**config.mk**
```make
export PLATFORM = sky130hd
export DESIGN_NAME = gwo_ctrl
export DESIGN_NICKNAME = d
export VERILOG_FILES = /design/src/design/gwo_pkg.sv /design/src/design/gwo_ctrl.sv
export SDC_FILE = /design/constraint.sdc
export NUM_CORES = 1
export LEC_CHECK = 0
export CAP_MARGIN = 10
export CORE_AREA = 2 2 39 41
export CTS_CLUSTER_SIZE = 16
export DETAILED_ROUTE_END_ITERATION = 16
export DIE_AREA = 0 0 41 43
export DONT_BUFFER_PORTS = 1
export PLACE_DENSITY = 0.67
export RECOVER_POWER = 50
export SLEW_MARGIN = 25
export SYNTH_ARGS = -nofsm -noshare
export SYNTH_HDL_FRONTEND = slang
export SYNTH_SLANG_ARGS = --single-unit
```
**constraint.sdc**
```tcl
create_clock -name clk -period 1.8 [get_ports clk]
set_clock_uncertainty 0.05 [all_clocks]
set_input_delay 0.09 -clock clk [delete_from_list [all_inputs] [get_ports clk]]
set_output_delay 0.09 -clock clk [all_outputs]
set_load 0.02 [all_outputs]
```
**src/design/gwo_pkg.sv**
```systemverilog
`timescale 1ns / 1ps
// shared types, codes and helpers of the grey wolf optimizer engine
package gwo_pkg;

	localparam int POP_SIZE_DEF = 128;
	localparam int DIMENSIONS_DEF = 4;

	localparam logic [2:0] OP_LOAD   = 3'd0;
	localparam logic [2:0] OP_CLAMP  = 3'd1;
	localparam logic [2:0] OP_FIT    = 3'd2;
	localparam logic [2:0] OP_UPDATE = 3'd3;
	localparam logic [2:0] OP_END    = 3'd4;

	localparam logic [1:0] CFG_LOWER = 2'd0;
	localparam logic [1:0] CFG_UPPER = 2'd1;
	localparam logic [1:0] CFG_MAXIT = 2'd2;

	localparam logic signed [31:0] S32_MAX = 32'sh7fffffff;
	localparam logic signed [31:0] S32_MIN = 32'sh80000000;
	localparam logic signed [31:0] FIT_INF = S32_MAX;
	localparam logic signed [31:0] LOWER_RST = -32'sd6553600;
	localparam logic signed [31:0] UPPER_RST = 32'sd6553600;
	localparam logic [15:0] MAXIT_RST = 16'd10;
	// ceil(2^33 / 3), exact quotient for dividends below 2^33
	localparam logic [31:0] RECIP3 = 32'haaaaaaab;

	localparam int DIV_W = 52;

	typedef struct packed {
		logic capture;
		logic pop_wr_load;
		logic pop_rd;
		logic clamp_wr;
		logic fit_upd;
		logic copy_rd;
		logic copy_wr;
		logic a_div_start;
		logic a_latch;
		logic lrd;
		logic m1;
		logic s2;
		logic m3;
		logic s4;
		logic sum_div_start;
		logic res_latch;
		logic iter_inc;
		logic out_load;
	} dp_cmd_t;

	typedef struct packed {
		logic [2:0] op;
		logic item_ok;
		logic wolf_ok;
		logic fit_hit;
		logic copy_last;
		logic k_last;
		logic div_done;
	} dp_stat_t;

	function automatic logic signed [31:0] sat32(input logic signed [63:0] v);
		if (v > 64'sd2147483647) return S32_MAX;
		if (v < -64'sd2147483648) return S32_MIN;
		return v[31:0];
	endfunction

endpackage

```
**src/design/gwo_ctrl.sv**
```systemverilog
`timescale 1ns / 1ps
// controller state machine sequencing each request through the datapath
module gwo_ctrl (
	input  logic clk,
	input  logic arst_n,
	input  logic in_valid,
	output logic in_ready,
	output logic out_valid,
	input  logic out_ready,
	output gwo_pkg::dp_cmd_t cmd,
	input  gwo_pkg::dp_stat_t stat
);
	import gwo_pkg::*;

	localparam logic [3:0] S_IDLE   = 4'd0;
	localparam logic [3:0] S_DECODE = 4'd1;
	localparam logic [3:0] S_CLAMP  = 4'd2;
	localparam logic [3:0] S_FITCMP = 4'd3;
	localparam logic [3:0] S_CPRD   = 4'd4;
	localparam logic [3:0] S_CPWR   = 4'd5;
	localparam logic [3:0] S_ADIV   = 4'd6;
	localparam logic [3:0] S_LRD    = 4'd7;
	localparam logic [3:0] S_M1     = 4'd8;
	localparam logic [3:0] S_S2     = 4'd9;
	localparam logic [3:0] S_M3     = 4'd10;
	localparam logic [3:0] S_S4     = 4'd11;
	localparam logic [3:0] S_SDST   = 4'd12;
	localparam logic [3:0] S_SDIV   = 4'd13;
	localparam logic [3:0] S_FIN    = 4'd14;

	logic [3:0] state_q, nxt;
	logic out_valid_q;

	always_comb begin
		cmd = '0;
		nxt = state_q;
		unique case (state_q)
			S_IDLE: begin
				if (in_valid) begin
					cmd.capture = 1'b1;
					nxt = S_DECODE;
				end
			end
			S_DECODE: begin
				nxt = S_FIN;
				unique case (stat.op)
					OP_LOAD: cmd.pop_wr_load = stat.item_ok;
					OP_CLAMP: begin
						if (stat.item_ok) begin
							cmd.pop_rd = 1'b1;
							nxt = S_CLAMP;
						end
					end
					OP_FIT: begin
						if (stat.wolf_ok) nxt = S_FITCMP;
					end
					OP_UPDATE: begin
						if (stat.item_ok) begin
							cmd.pop_rd = 1'b1;
							cmd.a_div_start = 1'b1;
							nxt = S_ADIV;
						end
					end
					OP_END: cmd.iter_inc = 1'b1;
					default: ;
				endcase
			end
			S_CLAMP: begin
				cmd.clamp_wr = 1'b1;
				nxt = S_FIN;
			end
			S_FITCMP: begin
				if (stat.fit_hit) begin
					cmd.fit_upd = 1'b1;
					nxt = S_CPRD;
				end else begin
					nxt = S_FIN;
				end
			end
			S_CPRD: begin
				cmd.copy_rd = 1'b1;
				nxt = S_CPWR;
			end
			S_CPWR: begin
				cmd.copy_wr = 1'b1;
				nxt = stat.copy_last ? S_FIN : S_CPRD;
			end
			S_ADIV: begin
				if (stat.div_done) begin
					cmd.a_latch = 1'b1;
					nxt = S_LRD;
				end
			end
			S_LRD: begin
				cmd.lrd = 1'b1;
				nxt = S_M1;
			end
			S_M1: begin
				cmd.m1 = 1'b1;
				nxt = S_S2;
			end
			S_S2: begin
				cmd.s2 = 1'b1;
				nxt = S_M3;
			end
			S_M3: begin
				cmd.m3 = 1'b1;
				nxt = S_S4;
			end
			S_S4: begin
				cmd.s4 = 1'b1;
				nxt = stat.k_last ? S_SDST : S_LRD;
			end
			S_SDST: begin
				cmd.sum_div_start = 1'b1;
				nxt = S_SDIV;
			end
			S_SDIV: begin
				cmd.res_latch = 1'b1;
				nxt = S_FIN;
			end
			S_FIN: begin
				if (!out_valid_q || out_ready) begin
					cmd.out_load = 1'b1;
					nxt = S_IDLE;
				end
			end
			default: nxt = S_IDLE;
		endcase
	end

	always_ff @(posedge clk or negedge arst_n) begin
		if (!arst_n) begin
			state_q <= S_IDLE;
			out_valid_q <= 1'b0;
		end else begin
			state_q <= nxt;
			if (cmd.out_load) out_valid_q <= 1'b1;
			else if (out_ready) out_valid_q <= 1'b0;
		end
	end

	assign in_ready = state_q == S_IDLE;
	assign out_valid = out_valid_q;

	a_accept_decode: assert property (@(posedge clk) disable iff (!arst_n)
		(in_valid && in_ready) |=> state_q == S_DECODE)
		else $error("accepted request not decoded");

	a_no_overwrite: assert property (@(posedge clk) disable iff (!arst_n)
		!(cmd.out_load && out_valid_q && !out_ready))
		else $error("pending response overwritten");

	a_div_gap: assert property (@(posedge clk) disable iff (!arst_n)
		(cmd.a_div_start || cmd.sum_div_start) |=> !stat.div_done)
		else $error("divider done right after start");

endmodule

```
==> results of run 1 <==
-- cell type report --
class / count / area (um2)
well taps: 16 / 20.0
multi-input cells: 66 / 438
inverters: 2 / 7.51
clock buffers: 4 / 26.3
fillers: 147 / 607
repair buffers: 22 / 159
flip-flops and latches: 5 / 126
-- path summary, 6_finish.rpt --
check,from,endpoint,slack [ns],depth (start not counted)
max in group asynchronous,arst_n,state_q[1],1.38,1
max reg2reg,state_q[1],state_q[1],0.12,5
max,state_q[2],cmd[1],0.02,3
min in group asynchronous,arst_n,out_valid,0.09,1
min reg2reg,state_q[1],state_q[2],0.56,2
min,out_ready,out_valid,0.03,2
-- registers in the layout, indices dropped and copies added (netlist names) --
signal     flops
out_valid      1
state_q        4
-- power by group through the flow --
stage / Combinational, mW / Sequential (mW) / Clock [mW]
after floorplan: 0.744 / 0.199 / 0
after global placement: 0.940 / 0.231 / 0
after detailed placement: 0.959 / 0.233 / 0
after CTS: 1.03 / 0.214 / 0.139
after global routing: 1.12 / 0.221 / 0.157
final: 1.01 / 0.215 / 0.136
-- logic make-up (layout without fill, tap and decap cells) --
kind of cell / Yosys count / after routing / synth area share (%)
simple gates: 50 / 50 / 48.3
compound gates: 16 / 16 / 22.3
buf+inv: 9 / 28 / 8.08
flops: 5 / 5 / 21.3
-- critical path, delay by kind of cell (launching register included) --
family,cells,cell delay (ns)
buffers and inverters,1,0.17
flip-flops,1,0.38
AND/OR/NAND/NOR,2,0.85
-- per-stage QoR --
step	power [mW]	setup WS (ns)
floorplan	0.943	0.0673
finish	1.36	0.0225
detailed placement	1.19	0.162
global placement	1.17	0.181
global route	1.50	-0.0554
CTS	1.39	0.00851
-- what timing repair did --
action	CTS	global route
hold endpoints to repair	6	0
setup buffers	3	0
hold buffers	2	0
pin swaps	1	1
gates resized for setup	1	2
setup endpoints to repair	3	3
-- Yosys cell counts --
cell type,count
nor3_1,6
inv_2,1
o21ai_1,1
inv_1,1
nand3b_1,2
nor2_4,1
or3_1,1
dfrtp_1,5
o211ai_1,1
nand2b_1,5
a211oi_2,1
o32ai_1,1
nand3_1,1
a2bb2oi_1,1
buf_6,1
or4b_4,1
buf_1,1
nor2_2,1
a21oi_1,3
nor2_1,13
nor4b_2,1
and3_1,1
o31a_1,1
nor2b_1,2
a22oi_2,1
nand2_1,9
nor4_1,2
o221ai_1,1
o41ai_2,1
a221oi_1,1
and2_1,2
o21ai_0,2
and4bb_1,1
o21ai_2,1
buf_2,5
nand4bb_1,1
-- per-layer routing --
layer  share of wire [%]  GRT usage, %  vias up  wire length, um
met5                   0             0        -                0
met4                   0          3.33        0                0
met3                 7.8          8.90        0              125
met2                  50          32.5       32              802
met1                  42          30.4      308              675
li1                    -             -      326                -
-- placed cells by master, fill, tap and decap left out, types with 2 or more instances in the layout --
cell,n
o21ai_0,2
nor4_2,2
clkbuf_4,3
clkbuf_1,4
inv_1,2
dfrtp_1,4
buf_4,17
nor2_1,13
nand2_1,9
nand2b_1,5
nor3_1,6
dlygate4sd3_1,2
a21oi_1,3
nand3b_1,2
nor2b_1,2
==> impl_metrics.tcl, run 1 <==
set metrics [dict create \
    actual_slew_at_the_worst_max_slew_pin_ns 0.383 \
    tritoncts_clock_tree "yes" \
    grt_usage_pct 22.1 \
    drt-total-wl_um 1600 \
    postSynthCellCount 80 \
    power.share.switching_pct 51.3 \
    fmax_ghz 0.563 \
    fin_nets 113 \
    intPower_mw 0.663 \
    initial_cell_density_of_the_core_pct 42.5 \
    seqPwrFrac_pct 15.8 \
    cpMaxStageDelayCell "or4b_4" \
    status "finished, final reports clean" \
    maxSlewViolCount 0 \
    vias 666 \
    power_leakage_nw 0.317 \
    cp.required_ns 1.66 \
    setup-tns-final_ns 0 \
    numPlacedInstances 106 \
    avgViaCountPerCell 5.79 \
    share_clk_of_total_power_pct 10.0 \
    pwr_density_cell_nw_per_um2 1750 \
    combinational_cell_fraction_of_total_power_pct 74.3 \
    area_of_the_mapped_netlist_um2 588 \
    finalCriticalPeriod_ns 1.78 \
    io_buffers 0 \
    yosys_warnings 0 \
    antennaDiodeCount 0 \
    timing.max_cap.violations 0 \
    place.gp.congestion 0.842 \
    cts_made_buffers 3 \
    io_pins 33 \
    timing.critical_path.arrival_ns 1.64 \
    post_synth_cell_types 36 \
    design_area_um2 777 \
    cts-root-buf "clkbuf_4" \
    final_min_period_over_clock_period_pct 98.7 \
    clock_sink_count 5 \
    hold_viol 0 \
    fin_cells 115 \
    dpl_cell_area_um2 708 \
    tightest_hold_margin_ns 0.0340 \
    area_growth_pct 32.1 \
    grt_first_pass_wirelength_um 2660 \
    power.switching_mw 0.698 \
    synth-seq-cells 5 \
    core_region_area_um2 1380 \
    timing_worst_setup_path_type "reg -> out" \
    critical_path_peak_fanout 4 \
    synth_top_cells_by_area "dfrtp_1, nor2_1, nand2_1" \
    syn_nets 93 \
    synth_sequential_area_ratio_pct 21.3 \
    grt_antenna_before_repair 0 \
    dp_hpwl_um 1230 \
    hold_path.class "in -> reg" \
    die_width_um 41 \
    synth.largest_area_cell "dfrtp_1" \
    cts_max_path_buffers 2 \
    critical_path.max_stage_delay_ns 0.59 \
    die_h_um 43 \
    final_setup_fails 0 \
    synthesized_area_per_cell_um2 7.35 \
    synth_largest_type_area_fraction_pct 21.3 \
    initialDrtViolationCount 11 \
    worst_vdd_ir_mv 0.665 \
    cts.reportedPaths.clkPinSlew_ns 0.05 \
    worst_slew_margin_rel_pct 74.4 \
    cts.htree.levels 1 \
    rsz0062_at_grt "true" \
    final_core_utilization_pct 56.1 \
    final_layout_size_suffix_gt1_share_pct 32.3 \
    route.detailed.wl_per_inst_um 13.9 \
    globalRouteOverflowTotal 0 \
    dr.pass1.iters 4 \
    drc 0 \
    antenna_left 0 \
    critical_path_endpoint_category "output pin" \
    grt_start_max_net_pins 18 \
    grt_pass1_vias 627 \
    path_cells "or4b_4, nor4b_4, buf_4" \
    worst_skew_pair.late_latency_ns 0.25 \
    die_area_um2 1760 \
    rows 14 \
    worstSetupStartpointType "flop" \
]
Note: power is estimated with default switching activity, not from simulation.
==> run 2: changes to the inputs <==
- PLACE_DENSITY: 0.67 -> 0.57
==> run 2 against run 1 <==
Critical endpoint unchanged. Fmax grew 0.67%. Core utilization shrank 1.8 points. Sequential share of layout area grew 0.37 points. Flip-flop and latch count is the same. Power shrank 4.0%. Critical path type unchanged. Critical path depth is the same. Die area is the same. Final cell count shrank 2.6%. Combinational power shrank 4%.
==> impl_metrics.tcl, run 2 (synthesis gave the netlist of run 1 again) <==
set metrics [dict create \
    actual_slew_at_the_worst_max_slew_pin_ns 0.379 \
    fillers 156 \
    tightest_hold_margin_ns 0.0102 \
    route.detailed.wl_per_inst_um 13.3 \
    grt_first_pass_wirelength_um 2200 \
    design_area_um2 752 \
    drc 0 \
    hold_path.class "in -> reg" \
    worst_slack_placed_ns 0.198 \
    io_pins 33 \
    r2r_start "state_q[1]" \
    timing.critical_path.arrival_ns 1.63 \
    worst-r2r-cell-count 5 \
    rsz0062_at_grt "true" \
    vias 637 \
    fin_cells 112 \
    status "finished, final reports clean" \
    final_min_period_over_clock_period_pct 98.1 \
    min_path_cells 2 \
    cts_max_path_buffers 2 \
    initial_cell_density_of_the_core_pct 42.5 \
    critical_path_peak_fanout 4 \
    cts_made_buffers 3 \
    die_area_um2 1760 \
    power_leakage_nw 0.311 \
    fmax_ghz 0.566 \
    area_growth_pct 27.9 \
    final_layout_size_suffix_gt1_share_pct 31.3 \
    worst_r2r_endpoint "state_q[1]" \
    antenna_left 0 \
    dp_hpwl_um 1140 \
    timing.reg2reg.setup_slack_ns 0.16 \
    final_setup_fails 0 \
    postLayoutSetupSlackWorst_ns 0.0344 \
    largest_register "state_q" \
    grt_start_max_net_pins 18 \
    globalRouteOverflowTotal 0 \
    timing_worst_setup_path_type "reg -> out" \
    worstSetupStartpointType "flop" \
    worst_slew_margin_rel_pct 74.6 \
    grt_usage_pct 18.0 \
    cts.reportedPaths.clkPinSlew_ns 0.04 \
    worst_skew_pair.late_latency_ns 0.23 \
    avgViaCountPerCell 5.69 \
    tritoncts_clock_tree "yes" \
    initialDrtViolationCount 9 \
    pwr_density_cell_nw_per_um2 1740 \
    cts.htree.levels 1 \
    fin_nets 110 \
    clock_sink_count 5 \
    final_common_cell "buf_4" \
    antennaDiodeCount 0 \
    die_width_um 41 \
    finalCriticalPeriod_ns 1.77 \
    cp.required_ns 1.66 \
    numPlacedInstances 105 \
    worst_vdd_ir_mv 0.982 \
    place.gp.congestion 0.755 \
    rows 14 \
    post-layout-total-power_mw 1.31 \
    dr.pass1.iters 4 \
    hold_viol 0 \
    critical_path_endpoint_category "output pin" \
    grt_pass1_vias 553 \
    area_of_combinational_cells_with_multiple_inputs_um2 437 \
    hold-path-endpoint "state_q[2]" \
    die_h_um 43 \
    cts-root-buf "clkbuf_4" \
    grt_antenna_before_repair 0 \
    io_buffers 0 \
    final_core_utilization_pct 54.3 \
    timing.max_cap.violations 0 \
    core_region_area_um2 1380 \
    seqCellArea_um2 125 \
    top_library_cells_by_usage_in_the_layout_fill_and_taps_aside "buf_4, nor2_1, nand2_1" \
    largest_register_ffs 4 \
    drt-total-wl_um 1490 \
    dpl_cell_area_um2 701 \
    setup-tns-final_ns 0 \
    hold_path.startpoint "stat[7]" \
    maxSlewViolCount 0 \
]
-- run 2: cell count changes in the layout (fill, tap and decap cells not counted) --
cell and change:
buf_4 -2, clkbuf_1 -2, clkbuf_2 +2, and2_1 +1
and2_2 -1, dfrtp_1 +1, dfrtp_2 -1, dlygate4sd3_1 -1
-- run 2: layout make-up --
cell class / count / area share [%]
Tap cell: 16 / 2.66
Timing Repair Buffer: 19 / 18.1
Clock buffer: 4 / 3.49
Sequential cell: 5 / 16.6
Inverter: 2 / 0.998
Multi-Input combinational cell: 66 / 58.1
-- run 2: worst max-delay path by stage --
stage / startpoint / to / cells after the start
final: state_q[3] / cmd[1] / 3
after global routing: state_q[2] / cmd[1] / 3
after CTS: state_q[2] / cmd[1] / 3
after detailed placement: state_q[1] / cmd[1] / 3
after global placement: state_q[1] / cmd[1] / 3
after floorplan: state_q[1] / cmd[10] / 4
-- run 2: per-layer routing --
layer / GRT usage [%] / wire length, um / vias to the layer above
met1: 22.6 / 608 / 297
li1: - / - / 318
met2: 29.4 / 772 / 20
met5: 0 / 0 / -
met3: 1.57 / 92 / 2
met4: 8.00 / 18 / 0
-- run 2: report_power, final --
part / total (mW) / switching, mW / internal (mW)
logic: 0.974 / 0.597 / 0.377
registers: 0.209 / 0.0400 / 0.169
clock network: 0.124 / 0.0406 / 0.0835
total: 1.31 / 0.678 / 0.630
-- run 2: critical path, cell delays in order, from the launching register on --
cell,delay [ns]
dfrtp_1,0.37
or4b_4,0.59
nor4b_4,0.26
buf_4,0.18
-- run 2: repair_timing --
item / in CTS / in global routing
hold buffers: 1 / 0
pin swaps: 1 / 0
gates resized for setup: 0 / 1
buffers inserted: 2 / 0
hold endpoints to repair: 5 / 0
setup endpoints to repair: 3 / 2
==> run 3: changes to the inputs <==
- PLACE_DENSITY: 0.57 -> default
- SETUP_SLACK_MARGIN: default -> 0.15
==> run 3 against run 2 <==
Clock power hardly changed. Flip-flop and latch count unchanged. Combinational power up 6%. Core utilization up 3.8 points. Register-to-register slack better by 0.06 ns. Critical path type unchanged. Largest power group unchanged. Setup slack got worse by 0.032 ns. Largest cell class unchanged. First-iteration DRC count decreased by 11%. Critical endpoint is now cmd[10].
==> impl_metrics.tcl, run 3 (synthesis gave the netlist of run 1 again) <==
set metrics [dict create \
    hold_path.startpoint "out_ready" \
    setup-tns-final_ns 0 \
    finalCriticalPeriod_ns 1.80 \
    place.gp.congestion 0.739 \
    timing_worst_setup_path_type "reg -> out" \
    worst-r2r-cell-count 5 \
    clock_sink_count 5 \
    cp.required_ns 1.66 \
    worst_slew_margin_rel_pct 74.7 \
    status "finished, final reports clean" \
    worst_skew_pair.late_latency_ns 0.24 \
    die_area_um2 1760 \
    route.detailed.wl_per_inst_um 13.8 \
    fillers 127 \
    antennaDiodeCount 0 \
    hold_path.class "in -> reg" \
    largest_register "state_q" \
    worst_vdd_ir_mv 0.886 \
    dr.pass1.iters 4 \
    cts_max_path_buffers 2 \
    die_h_um 43 \
    worst_slack_placed_ns 0.206 \
    final_layout_size_suffix_gt1_share_pct 35.4 \
    seqCellArea_um2 125 \
    maxSlewViolCount 0 \
    critical_path_peak_fanout 3 \
    rsz0062_at_grt "true" \
    hold-path-endpoint "out_valid" \
    pwr_density_cell_nw_per_um2 1700 \
    cts_made_buffers 3 \
    cts-root-buf "clkbuf_4" \
    hold_viol 0 \
    drc 0 \
    grt_pass1_vias 518 \
    top_library_cells_by_usage_in_the_layout_fill_and_taps_aside "buf_4, nor2_1, nand2_1" \
    grt_first_pass_wirelength_um 2040 \
    worstSetupStartpointType "flop" \
    dp_hpwl_um 1120 \
    initialDrtViolationCount 8 \
    grt_antenna_before_repair 0 \
    antenna_left 0 \
    min_path_cells 2 \
    avgViaCountPerCell 5.71 \
    die_width_um 41 \
    io_buffers 0 \
    critical_path_endpoint_category "output pin" \
    cts.htree.levels 1 \
    worst_r2r_endpoint "state_q[3]" \
    timing.max_cap.violations 0 \
    drt-total-wl_um 1550 \
    final_setup_fails 0 \
    final_common_cell "buf_4" \
    actual_slew_at_the_worst_max_slew_pin_ns 0.378 \
    initial_cell_density_of_the_core_pct 42.5 \
    globalRouteOverflowTotal 0 \
    timing.critical_path.arrival_ns 1.66 \
    r2r_start "state_q[1]" \
    largest_register_ffs 4 \
    area_growth_pct 36.8 \
    postLayoutSetupSlackWorst_ns 0.00252 \
    io_pins 33 \
    timing.reg2reg.setup_slack_ns 0.22 \
    tritoncts_clock_tree "yes" \
    cts.reportedPaths.clkPinSlew_ns 0.05 \
    area_of_combinational_cells_with_multiple_inputs_um2 474 \
    rows 14 \
    grt_start_max_net_pins 18 \
    fmax_ghz 0.556 \
    core_region_area_um2 1380 \
    vias 639 \
    final_min_period_over_clock_period_pct 99.9 \
    fin_nets 110 \
    power_leakage_nw 0.324 \
    grt_usage_pct 16.7 \
]
==> run 3: worst max-delay path by stage <==
stage / from / end / cells past startpoint
floorplan: state_q[1] / cmd[16] / 3
detailed placement: state_q[1] / cmd[1] / 2
finish: state_q[1] / cmd[10] / 4
global route: state_q[1] / cmd[16] / 3
CTS: state_q[3] / cmd[1] / 2
global placement: state_q[1] / cmd[1] / 2
==> run 3: through the flow <==
stage | total power, mW | cell area, um2 | hold slack [ns] | std cells | utilization, %
floorplan | 0.949 | 616 | -0.256 | 80 | -
global placement | 1.16 | 708 | -0.255 | 104 | 51.2
detailed placement | 1.17 | 708 | -0.255 | 104 | 51.2
CTS | 1.32 | 756 | 0.00215 | 110 | 54.6
global route | 1.47 | 805 | 0.0408 | 112 | 58.1
finish | 1.37 | 805 | 0.0303 | 112 | 58.1
==> run 3: layout make-up <==
type / count / area share, %
timing repair buffer: 19 / 18.7
clock buffer: 3 / 2.80
sequential: 5 / 15.6
inverter: 2 / 0.933
tap: 16 / 2.49
clock inverter: 1 / 0.622
multi-input combinational: 66 / 58.9
==> run 3: routing by layer <==
| layer | track usage [%] | up-vias | wire length (um) |
|---|---|---|---|
| met5 | 0 | - | 0 |
| met4 | 8.00 | 0 | 0 |
| met3 | 2.62 | 0 | 99 |
| met2 | 26.9 | 21 | 816 |
| met1 | 20.3 | 298 | 633 |
| li1 | - | 320 | - |
==> run 3: report_power, final <==
group,internal [mW],leakage (nW),switching (mW)
logic,0.401,0.246,0.630
clock network,0.0804,0.0177,0.0471
registers,0.169,0.0598,0.0381
total,0.650,0.324,0.716
==> run 3: critical path, stage by stage, from the launching register on <==
cell,delay (ns)
dfrtp_1,0.37
or4b_4,0.60
buf_12,0.16
nor2_4,0.09
and2_4,0.19
==> run 3: repair_timing <==
action	4_1_cts	5_1_grt
buffers inserted	1	1
hold endpoints to repair	5	1
endpoints found under the setup margin	4	9
pin swaps	4	3
gates resized for setup	2	7
hold buffers	1	1
